**src/rtl/sorted_interpolation_table_unit_assert.svh**
```systemverilog
// ----------------------------------------------------------------------------
// sorted interpolation table assertion macros
// concurrent check wrappers, empty in synthesis
// ----------------------------------------------------------------------------
`ifndef SORTED_INTERPOLATION_TABLE_UNIT_ASSERT_SVH
`define SORTED_INTERPOLATION_TABLE_UNIT_ASSERT_SVH
`ifndef SYNTHESIS
`define SIT_ASSERT_IMP(label, clk, rst_n, a, c, msg) \
	label: assert property (@(posedge clk) disable iff (!rst_n) (a) |-> (c)) \
		else $error(msg);
`define SIT_ASSERT_NXT(label, clk, rst_n, a, c, msg) \
	label: assert property (@(posedge clk) disable iff (!rst_n) (a) |=> (c)) \
		else $error(msg);
`else
`define SIT_ASSERT_IMP(label, clk, rst_n, a, c, msg)
`define SIT_ASSERT_NXT(label, clk, rst_n, a, c, msg)
`endif
`endif

```
**src/rtl/sit_pkg.sv**
```systemverilog
// ----------------------------------------------------------------------------
// sit_pkg
// shared constants and types of the sorted interpolation table
// ----------------------------------------------------------------------------
`default_nettype none
package sit_pkg;
	localparam int SIT_PAIRS = 8;
	localparam int KEY_W = 20;
	localparam int FAC_W = 24;
	localparam int OP_W = 2;
	localparam int DIFF_W = 25;          // f1 - f0
	localparam int PROD_W = KEY_W + DIFF_W + 1;

	typedef enum logic [OP_W-1:0] {
		OP_LOOKUP = 2'd0,
		OP_INSERT = 2'd1,
		OP_CLEAR  = 2'd2,
		OP_NONE   = 2'd3
	} op_t;

	// divider control
	typedef struct packed {
		logic                     start;
		logic                     neg;
		logic [PROD_W-1:0]        num;   // magnitude
		logic [KEY_W-1:0]         den;
	} div_req_t;
endpackage
`default_nettype wire

```
**src/rtl/sit_div.sv**
```systemverilog
// ----------------------------------------------------------------------------
// sit_div
// restoring divider, one quotient bit per cycle, signed result truncated
// ----------------------------------------------------------------------------
`default_nettype none
module sit_div (
	input  wire                      clk,
	input  wire                      arst_n,
	input  wire sit_pkg::div_req_t   req,
	output logic                     done,
	output logic signed [sit_pkg::PROD_W-1:0] quot
);
	import sit_pkg::*;

	localparam int CNT_W = $clog2(PROD_W + 1);

	logic [PROD_W-1:0] q_q;
	logic [KEY_W:0]    rem_q;
	logic [KEY_W-1:0]  den_q;
	logic              neg_q;
	logic [CNT_W-1:0]  cnt_q;
	logic              busy_q;
	logic [KEY_W:0]    trial;
	logic [KEY_W:0]    shifted;

	assign shifted = {rem_q[KEY_W-1:0], q_q[PROD_W-1]};
	assign trial = shifted - {1'b0, den_q};

	always_ff @(posedge clk or negedge arst_n) begin
		if (!arst_n) begin
			busy_q <= 1'b0;
			done <= 1'b0;
			cnt_q <= '0;
		end else begin
			done <= 1'b0;
			if (req.start) begin
				busy_q <= 1'b1;
				cnt_q <= CNT_W'(PROD_W);
				q_q <= req.num;
				rem_q <= '0;
				den_q <= req.den;
				neg_q <= req.neg;
			end else if (busy_q) begin
				if (!trial[KEY_W]) begin
					rem_q <= trial;
					q_q <= {q_q[PROD_W-2:0], 1'b1};
				end else begin
					rem_q <= shifted;
					q_q <= {q_q[PROD_W-2:0], 1'b0};
				end
				cnt_q <= cnt_q - 1'b1;
				if (cnt_q == CNT_W'(1)) begin
					busy_q <= 1'b0;
					done <= 1'b1;
				end
			end
		end
	end

	assign quot = neg_q ? -$signed(q_q) : $signed(q_q);
endmodule
`default_nettype wire

```
**src/rtl/sorted_interpolation_table_unit.sv**
```systemverilog
// ----------------------------------------------------------------------------
// sorted_interpolation_table_unit
// sorted (key, factor) table with piecewise-linear interpolating lookup
// ----------------------------------------------------------------------------
// channel  direction  handshake      payload
// in       to block   valid / stall  op, speed_key, factor_in
// out      from block valid / stall  factor_out, pair_count
//
// one request at a time; stall is high from acceptance until the result
// leaves the output register
// lookup: scans the pairs in key order, then runs the serial divide (load, 46-bit
// quotient, finish) when the key lies between two stored keys; insert: moves pairs
// to open a gap; clear and unused ops go straight to the output register
// reset clears count and eviction slot; the stores hold garbage until written
// ----------------------------------------------------------------------------
`default_nettype none
`include "sorted_interpolation_table_unit_assert.svh"
module sorted_interpolation_table_unit #(
	parameter int PAIRS = sit_pkg::SIT_PAIRS
) (
	input  wire                           clk,
	input  wire                           arst_n,
	input  wire                           in_valid,
	output logic                          in_stall,
	input  wire  [sit_pkg::OP_W-1:0]      op,
	input  wire  [sit_pkg::KEY_W-1:0]     speed_key,
	input  wire  signed [sit_pkg::FAC_W-1:0] factor_in,
	output logic                          out_valid,
	input  wire                           out_stall,
	output logic signed [sit_pkg::FAC_W-1:0] factor_out,
	output logic [$clog2(PAIRS+1)-1:0]    pair_count
);
	import sit_pkg::*;

	localparam int IDX_W = $clog2(PAIRS);
	localparam int CNT_W = $clog2(PAIRS + 1);

	typedef enum logic [2:0] {
		ST_IDLE, ST_SCAN, ST_DIV, ST_EVICT, ST_SHIFT, ST_OUT
	} state_t;

	state_t state_q;

	// pair store, read combinationally at the scan index or its neighbor
	logic [KEY_W-1:0]        key_q  [PAIRS];
	logic signed [FAC_W-1:0] fac_q  [PAIRS];
	logic [CNT_W-1:0]        cnt_q;
	logic [IDX_W-1:0]        evict_q;
	logic [CNT_W-1:0]        idx_q;   // scan / shift position
	logic [KEY_W-1:0]        key_in_q;
	logic signed [FAC_W-1:0] fac_in_q;
	logic [KEY_W-1:0]        k0_q;
	logic signed [FAC_W-1:0] f0_q;
	div_req_t                div_req;
	logic                    div_done;
	logic signed [PROD_W-1:0] div_quot;

	// two read ports, at idx and idx-1
	logic [IDX_W-1:0]        ra;
	logic [IDX_W-1:0]        rb;
	logic [KEY_W-1:0]        key_a;
	logic signed [FAC_W-1:0] fac_a;
	logic [KEY_W-1:0]        key_b;
	logic signed [FAC_W-1:0] fac_b;
	logic signed [DIFF_W-1:0] fdiff;
	logic [KEY_W-1:0]        kdiff;
	logic signed [PROD_W-1:0] prod;

	assign ra = idx_q[IDX_W-1:0];
	assign rb = IDX_W'(idx_q - 1'b1);
	assign key_a = key_q[ra];
	assign fac_a = fac_q[ra];
	assign key_b = key_q[rb];
	assign fac_b = fac_q[rb];

	// interpolation terms for the bracket at (idx-1, idx)
	assign fdiff = DIFF_W'(fac_a) - DIFF_W'(fac_b);
	assign kdiff = key_in_q - key_b;
	assign prod = $signed({1'b0, kdiff}) * fdiff;

	sit_div u_div (
		.clk   (clk),
		.arst_n(arst_n),
		.req   (div_req),
		.done  (div_done),
		.quot  (div_quot)
	);

	assign in_stall = (state_q != ST_IDLE);
	assign pair_count = cnt_q;

	always_ff @(posedge clk or negedge arst_n) begin
		if (!arst_n) begin
			state_q <= ST_IDLE;
			out_valid <= 1'b0;
			cnt_q <= '0;
			evict_q <= '0;
			div_req.start <= 1'b0;
		end else begin
			div_req.start <= 1'b0;
			unique case (state_q)
				ST_IDLE: begin
					if (in_valid) begin
						key_in_q <= speed_key;
						fac_in_q <= factor_in;
						factor_out <= '0;
						idx_q <= '0;
						unique case (op_t'(op))
							OP_LOOKUP: state_q <= ST_SCAN;
							OP_INSERT: begin
								if (cnt_q == CNT_W'(PAIRS)) begin
									// wrap slot, then shift down from it
									idx_q <= CNT_W'(evict_q);
									state_q <= ST_EVICT;
								end else begin
									idx_q <= cnt_q;
									state_q <= ST_SHIFT;
								end
							end
							OP_CLEAR: begin
								cnt_q <= '0;
								evict_q <= '0;
								out_valid <= 1'b1;
								state_q <= ST_OUT;
							end
							default: begin
								out_valid <= 1'b1;
								state_q <= ST_OUT;
							end
						endcase
					end
				end
				ST_SCAN: begin
					// stop at first key not below the query
					if (cnt_q == '0) begin
						out_valid <= 1'b1;
						state_q <= ST_OUT;
					end else if (idx_q == cnt_q) begin
						factor_out <= fac_b;
						out_valid <= 1'b1;
						state_q <= ST_OUT;
					end else if (key_a < key_in_q) begin
						idx_q <= idx_q + 1'b1;
					end else if (idx_q == '0 || key_b == key_a) begin
						factor_out <= (idx_q == '0) ? fac_a : fac_b;
						out_valid <= 1'b1;
						state_q <= ST_OUT;
					end else begin
						f0_q <= fac_b;
						div_req.start <= 1'b1;
						div_req.neg <= prod[PROD_W-1];
						div_req.num <= prod[PROD_W-1] ? PROD_W'(-prod) : PROD_W'(prod);
						div_req.den <= key_a - key_b;
						state_q <= ST_DIV;
					end
				end
				ST_DIV: begin
					if (div_done) begin
						factor_out <= FAC_W'(PROD_W'(f0_q) + div_quot);
						out_valid <= 1'b1;
						state_q <= ST_OUT;
					end
				end
				ST_EVICT: begin
					// move pairs down over the evicted slot
					if (idx_q + 1'b1 < cnt_q) begin
						key_q[ra] <= key_q[IDX_W'(idx_q + 1'b1)];
						fac_q[ra] <= fac_q[IDX_W'(idx_q + 1'b1)];
						idx_q <= idx_q + 1'b1;
					end else begin
						cnt_q <= cnt_q - 1'b1;
						idx_q <= cnt_q - 1'b1;
						evict_q <= (evict_q == IDX_W'(PAIRS - 1)) ? '0 : evict_q + 1'b1;
						state_q <= ST_SHIFT;
					end
				end
				ST_SHIFT: begin
					// open a gap by moving larger keys up
					if (idx_q != '0 && key_in_q < key_b) begin
						key_q[ra] <= key_b;
						fac_q[ra] <= fac_b;
						idx_q <= idx_q - 1'b1;
					end else begin
						key_q[ra] <= key_in_q;
						fac_q[ra] <= fac_in_q;
						cnt_q <= cnt_q + 1'b1;
						out_valid <= 1'b1;
						state_q <= ST_OUT;
					end
				end
				ST_OUT: begin
					if (!out_stall) begin
						out_valid <= 1'b0;
						state_q <= ST_IDLE;
					end
				end
				default: state_q <= ST_IDLE;
			endcase
		end
	end

	// the eviction slot advances only when the table is full and wraps after
	// PAIRS - 1, so evict_q below PAIRS always holds
	logic unused_ok;
	assign unused_ok = (evict_q <= IDX_W'(PAIRS - 1));

	`SIT_ASSERT_IMP(a_cnt_range, clk, arst_n, 1'b1, cnt_q <= CNT_W'(PAIRS), "count over depth")
	`SIT_ASSERT_IMP(a_slot_range, clk, arst_n, 1'b1, unused_ok, "eviction slot out of range")
	`SIT_ASSERT_IMP(a_busy_stall, clk, arst_n, out_valid, in_stall, "input open while result held")
	`SIT_ASSERT_NXT(a_div_done, clk, arst_n, div_done && state_q == ST_DIV, out_valid, "divide result lost")
endmodule
`default_nettype wire
```
**config.mk**
```make
export PLATFORM = sky130hd
export DESIGN_NAME = sorted_interpolation_table_unit
export DESIGN_NICKNAME = d
export VERILOG_FILES = /design/src/rtl/sit_pkg.sv /design/src/rtl/sit_div.sv /design/src/rtl/sorted_interpolation_table_unit.sv
export VERILOG_INCLUDE_DIRS = /design/src /design/src/rtl
export SDC_FILE = /design/constraint.sdc
export NUM_CORES = 2
export LEC_CHECK = 0
export BUFFER_PORTS_ARGS = -buffer_cell sky130_fd_sc_hd__buf_4
export CAP_MARGIN = 5
export CORE_UTILIZATION = 30
export CTS_CLUSTER_SIZE = 16
export DETAILED_ROUTE_END_ITERATION = 10
export PLACE_DENSITY = 0.45
export SETUP_SLACK_MARGIN = 0.02
export SYNTH_ARGS = -nofsm -noshare
export SYNTH_HDL_FRONTEND = slang
export SYNTH_HIERARCHICAL = 1
export SYNTH_SLANG_ARGS = --single-unit
export TNS_END_PERCENT = 30
```
**constraint.sdc**
```tcl
create_clock -name clk -period 15.8 [get_ports clk]
set_clock_uncertainty 0.15 [all_clocks]
set_input_delay 1.58 -clock clk [delete_from_list [all_inputs] [get_ports clk]]
set_output_delay 1.58 -clock clk [all_outputs]
set_load 0.005 [all_outputs]
```
# --- Word level (Yosys, flattened, before mapping) ---
# Memory sizes are Yosys's and may differ from the RTL's. A register that Yosys moved wholly into a read port is not among the register bits.
# Cells that the tools add are included.
word_totals:
  regBits: 271
  mem_bits_rw: 352
  input_bits: 50
  out_inout_bits: 30
  elab_cells: 187
  memories: 2
op_classes:
  n_addsub: 13
  multipliers: 1
  n_lt_le_gt_ge: 3
  eq_ne: 27
  mux: 84
  n_bitwise: 8
  n_reduce_logical: 28
memory_table:
  columns: ["memory", "words", "word_bits", "rd", "rd_ports_with_merged_regs", "write_ports", "line_no", "rtl"]
  rows:
  - ["fac_q", 8, 24, 3, 1, 1, "sorted_interpolation_table_unit.sv:46", "logic signed [FAC_W-1:0] fac_q [PAIRS];"]
  - ["key_q", 8, 20, 3, 1, 1, "sorted_interpolation_table_unit.sv:45", "logic [KEY_W-1:0] key_q [PAIRS];"]
ops:
  columns: ["operator", "count"]
  rows:
  - ["68-bit 2-to-1 mux", 5]
  - ["24-bit 2-to-1 mux", 10]
  - ["46-bit 2-to-1 mux", 3]
  - ["24-bit case mux with 3 select lines", 1]
  - ["3-bit 2-to-1 mux", 16]
  - ["4-bit 2-to-1 mux", 12]
  - ["21-bit by 25-bit multiplier with 46-bit output", 1]
  - ["46-bit negator", 1]
  - ["21-bit 2-to-1 mux", 2]
  - ["20-bit less-than comparator", 2]
  - ["20-bit 2-to-1 mux", 2]
  - ["20-bit subtractor", 2]
  - ["1-bit 2-to-1 mux", 25]
  - ["24-bit by 24-bit subtractor with 25-bit output", 1]
  - ["24-bit adder", 1]
  - ["24-bit negator", 1]
  - ["21-bit by 20-bit subtractor with 21-bit output", 1]
  - ["20-bit == test", 1]
  - ["2-bit inequality test, second input constant", 9]
  - ["3-bit case mux with 6 select lines", 1]
  - ["4-bit case mux with 4 select lines", 1]
  - ["7-bit AND reduction", 2]
  - ["6-bit 2-to-1 mux", 2]
  - ["3-bit case mux with 2 select lines", 2]
  - ["other kinds (36)", 60]

# --- Depth between registers and ports, before layout ---
# An unclocked memory read counts as a cell.
depth:
  ltp_word: 11
  ltp_mapped: 51
  mapped_depth_nobuf: 44

# --- Modules after synthesis ---
# Netlist, hierarchy kept.
modules_own_cells:
  columns: ["module", "instances", "cells_each", "area_per_inst_um2", "seq_area_each_um2"]
  rows:
  - ["sorted_interpolation_table_unit", 1, 4288, 48765.5, 15825.2]
  - ["sit_div", 1, 577, 6097.1, 2812.7]

# --- Least setup slack after synthesis ---
# OpenSTA, ideal clock, no wires.
synth_timing:
  path_kind: "reg-to-reg"
  startpoint: "reg idx_q[0]"
  endpoint: "reg div_req[51] (netlist bit), data pin"
  setup_time_ns: 0.267
  t_arrival_ns: 12.584
  required_ns: 15.383
  setup_slack_ns: 2.799
  path_stages_with_launch: 50
  n_path_buf: 6
  synth_period_minus_slack_ns: 13.001
  cell_sequence: "edfxtp_1 > clkbuf_1 > buf_2 > clkbuf_1 > inv_1 > ha_1 > xor2_2 > clkbuf_1 > mux4_2 > inv_1 > ha_1 > inv_1 > fa_1 > a21o_1 > a21oi_1 > o21bai_1 > a31o_2 > a21oi_1 > [... 14 more ...] > fa_1 > fa_1 > inv_1 > fa_1 > inv_1 > ha_1 > buf_2 > a21oi_1 > o21ai_0 > or2_2 > a211oi_1 > nor3_1 > or3_1 > and2_1 > or4_1 > nor2_1 > a31oi_1 > xor2_1"
synth_between:
  elab_chain_cells: 6
  word_cells_on_any_way: 8
  cone_classes: "add/sub: 4; mul: 1; mux: 1; memory: 2"
synth_lines:
  columns: ["item", "line_no", "rtl"]
  rows:
  - ["from (decl)", "sorted_interpolation_table_unit.sv:49", "logic [CNT_W-1:0] idx_q;"]
  - ["from (signal assigned)", "sorted_interpolation_table_unit.sv:113", "idx_q <= CNT_W'(evict_q);"]
  - ["from (signal assigned)", "sorted_interpolation_table_unit.sv:116", "idx_q <= cnt_q;"]
  - ["from (signal assigned)", "sorted_interpolation_table_unit.sv:143", "idx_q <= idx_q + 1'b1;"]
  - ["4-bit by 1-bit subtractor with 4-bit output *", null, null]
  - ["memory 8 x 24 bit or memory 8 x 20 bit (tied branches)", null, null]
  - ["24-bit by 24-bit subtractor with 25-bit output or 20-bit subtractor (tied branches)", "sorted_interpolation_table_unit.sv:77, sorted_interpolation_table_unit.sv:78", null]
  - ["21-bit by 25-bit multiplier with 46-bit output *", "sorted_interpolation_table_unit.sv:79", "assign prod = $signed({1'b0, kdiff}) * fdiff;"]
  - ["46-bit negator", "sorted_interpolation_table_unit.sv:152", "div_req.num <= prod[PROD_W-1] ? PROD_W'(-prod) : PROD_W'(prod);"]
  - ["46-bit 2-to-1 mux *", "sorted_interpolation_table_unit.sv:152", null]
  - ["to (decl)", "sorted_interpolation_table_unit.sv:54", "div_req_t div_req;"]
# Every way passes the cells marked *; elsewhere a longest branch is shown, timed or not.
# A chain may end at the register's enable or synchronous reset.

# --- Final worst setup path ---
layout_timing:
  startpoint: "reg idx_q[1]"
  endpoint: "reg div_req[46] (netlist bit), data pin"
layout_between:
  elab_chain_cells: 6
  word_cells_on_any_way: 8
  cone_classes: "add/sub: 4; mul: 1; mux: 1; memory: 2"
layout_lines:
  columns: ["item", "line_no", "rtl"]
  rows:
  - ["4-bit by 1-bit subtractor with 4-bit output *", null, null]
  - ["memory 8 x 24 bit *", null, null]
  - ["named net fac_b[0]", "sorted_interpolation_table_unit.sv:64", "logic signed [FAC_W-1:0] fac_b;"]
  - ["24-bit by 24-bit subtractor with 25-bit output *", "sorted_interpolation_table_unit.sv:77", "assign fdiff = DIFF_W'(fac_a) - DIFF_W'(fac_b);"]
  - ["21-bit by 25-bit multiplier with 46-bit output *", "sorted_interpolation_table_unit.sv:79", null]
  - ["46-bit negator", "sorted_interpolation_table_unit.sv:152", null]
  - ["46-bit 2-to-1 mux *", "sorted_interpolation_table_unit.sv:152", null]
# Mark *: on every way through the listed nets, which the timed path passes. The rest lies on a longest branch.

==> impl_metrics.tcl <==
set metrics [dict create \
    outcome "complete, no violations" \
    grtUsageTotal 0.187 \
    critPathArrivalTime_ns 14.07 \
    clock_sinks 625 \
    drtPass1Iterations 7 \
    grt.overflow.total 0 \
    synth_nets 5626 \
    drc_errors 0 \
    antenna_left 0 \
    grt_max_degree 61 \
    routed_wl_um 169000 \
    utilization 0.338 \
    p_comb_frac 0.014 \
    hold_end "u_div/den_q[11]$_DFFE_PP_" \
    holdPathStages 0 \
    netlist_instances 4802 \
    wl_per_cell_um 23.3 \
    first_global_vias 38600 \
    cp_common_cell "fa_1" \
    start_kind "flop" \
    layout.nets 5660 \
    die_w_um 428 \
    worstHoldStart "div_req[11]$_DFFE_PP_" \
    finalCriticalPeriod_ns 13.82 \
    max_stage_delay_ns 0.85 \
    power_density_nw_per_um2 59.0 \
    ctsHtreeMaxLevel 3 \
    hp-class "reg2reg" \
    p_clk_frac 0.482 \
    power_switching_uw 785 \
    synth_warnings 6 \
    max_freq_ghz 0.0724 \
    tightest_slew_ns 1.35 \
    worst-path-max-fanout 45 \
    gp_congestion 0.895 \
    num_vias 37100 \
    placed_cell_area_um2 58200 \
    setup_ws_ns 1.98 \
    end_kind "flop" \
    core_area_um2 179000 \
    cts_root_buffer "clkbuf_16" \
    synth_area_um2 54400 \
    r2r-end "div_req[46]$_DFFE_PP_" \
    rsz0062_at_grt "false" \
    seqPwrFrac 0.503 \
    total_leakage_power_uw 0.0242 \
    cts_resized 0 \
    finalSetupViolations 0 \
    start_util 0.303 \
    max_slew_margin 0.0974 \
    antenna_found_initial 2 \
    r2r_cells 41 \
    post_cts_buffers 0 \
    hold_viol_final 0 \
    postLayoutCellArea_um2 60600 \
    cts_buffer_depth 3 \
    fin_crit_sh 0.875 \
    die_y_um 428 \
    critPathKind "reg2reg" \
    tns_ns 0 \
    r2r-start "idx_q[1]$_DFFE_PP_" \
    p_int_uw 2790 \
    max-cap-violations 0 \
    rrSetupSlack_ns 1.98 \
    antennaDiodeCount 0 \
    dp_hpwl_um 126000 \
    place_ws_ns 2.01 \
    drive_gt1_frac 0.142 \
    drtIter0Drc 2411 \
    area_growth_pct 11.4 \
    io_pins 80 \
    ir_drop_mv 0.0733 \
    die-area_um2 183000 \
    p_sw_frac 0.220 \
    viasPerCell 5.12 \
    cts_tree "yes" \
    port_buffers 79 \
    cts_made_buffers 74 \
    cp.required_ns 16.05 \
    row_count 155 \
    postCtsHoldBufs 0 \
    syn-mean-instance-area_um2 11.3 \
    insertion_delay_ns 0.72 \
    maxSlewViolCount 0 \
    p_total_uw 3570 \
    grt_pass1_wl_um 253000 \
    clk_pin_slew_worst_paths_ns 0.06 \
    slowest_stage "o21a_1" \
]
==> layout make-up <==
class	count	area, um2
fill	18100	119000
multi-input combinational	3331	32900
sequential	625	18700
tap	2355	2950
inverter	623	2340
clock buffer	81	1880
timing repair buffer	181	1370
clock inverter	48	537
==> cell usage in the layout (no fill, tap or decap), drive strengths merged, types with 113 or more instances in the layout <==
master,instances
inv,625
edfxtp,602
mux2,113
mux4,176
nand2,387
o21ai,164
ha,260
nor2,400
xnor2,127
mux2i,212
fa,514
buf,181
a21oi,161
==> stage by stage <==
step           hold slack (ns)  cells
3_3_place_gp             0.256   7115
6_report                 0.267   7244
5_1_grt                  0.273   7244
4_1_cts                  0.269   7244
3_5_place_dp             0.255   7115
2_1_floorplan            0.250   4802
==> routing by layer <==
layer | up-vias | global-route usage | routed length (um)
met3 | 199 | 0.0255 | 7420
met1 | 19300 | 0.252 | 75700
li1 | 16800 | - | -
met5 | - | 0 | 0
met4 | 0 | 0.0591 | 5480
met2 | 832 | 0.308 | 80500
==> power by group through the flow <==
stage          logic (uW)  registers [uW]  clock network [uW]
2_1_floorplan        30.7            1830                   0
3_5_place_dp         52.7            1830                   0
3_3_place_gp         52.6            1830                   0
6_report             51.8            1800                1720
4_1_cts              52.9            1800                1780
5_1_grt              58.9            1800                1830
==> sequential cells by signal, indices dropped and copies added, names as in the netlist, named ones only <==
name / cells
u_div/done: 1
div_req: 68
u_div/den_q: 20
pair_count: 4
f0_q: 24
u_div/cnt_q: 6
u_div/busy_q: 1
state_q: 3
evict_q: 3
key_in_q: 20
out_valid: 1
fac_q: 192
key_q: 160
fac_in_q: 24
u_div/rem_q: 20
u_div/q_q: 46
idx_q: 4
factor_out: 24
u_div/neg_q: 1
==> worst max-delay path by stage <==
stage / endpoint / startpoint / slack, ns / cells after the start
3_5_place_dp: div_req[46]$_DFFE_PP_ / idx_q[1]$_DFFE_PP_ / 2.01 / 40
4_1_cts: div_req[46]$_DFFE_PP_ / idx_q[1]$_DFFE_PP_ / 1.96 / 40
2_1_floorplan: div_req[51]$_DFFE_PP_ / idx_q[0]$_DFFE_PP_ / 2.80 / 49
5_1_grt: div_req[46]$_DFFE_PP_ / idx_q[1]$_DFFE_PP_ / 1.14 / 42
6_report: div_req[46]$_DFFE_PP_ / idx_q[1]$_DFFE_PP_ / 1.98 / 41
3_3_place_gp: div_req[46]$_DFFE_PP_ / idx_q[1]$_DFFE_PP_ / 2.10 / 40
==> critical path: cells and delay by family (launching register included) <==
kind                       cells  cell delay, ns
adders and majority gates     11            4.70
AOI/OAI and AO/OA             13            4.04
xor gates and xnor gates       2            0.24
DFF                            1            0.56
muxes                          1            0.58
buffers and inverters          6            1.29
and+or+nand+nor                8            1.87
Power figures use the tool's default switching activity.
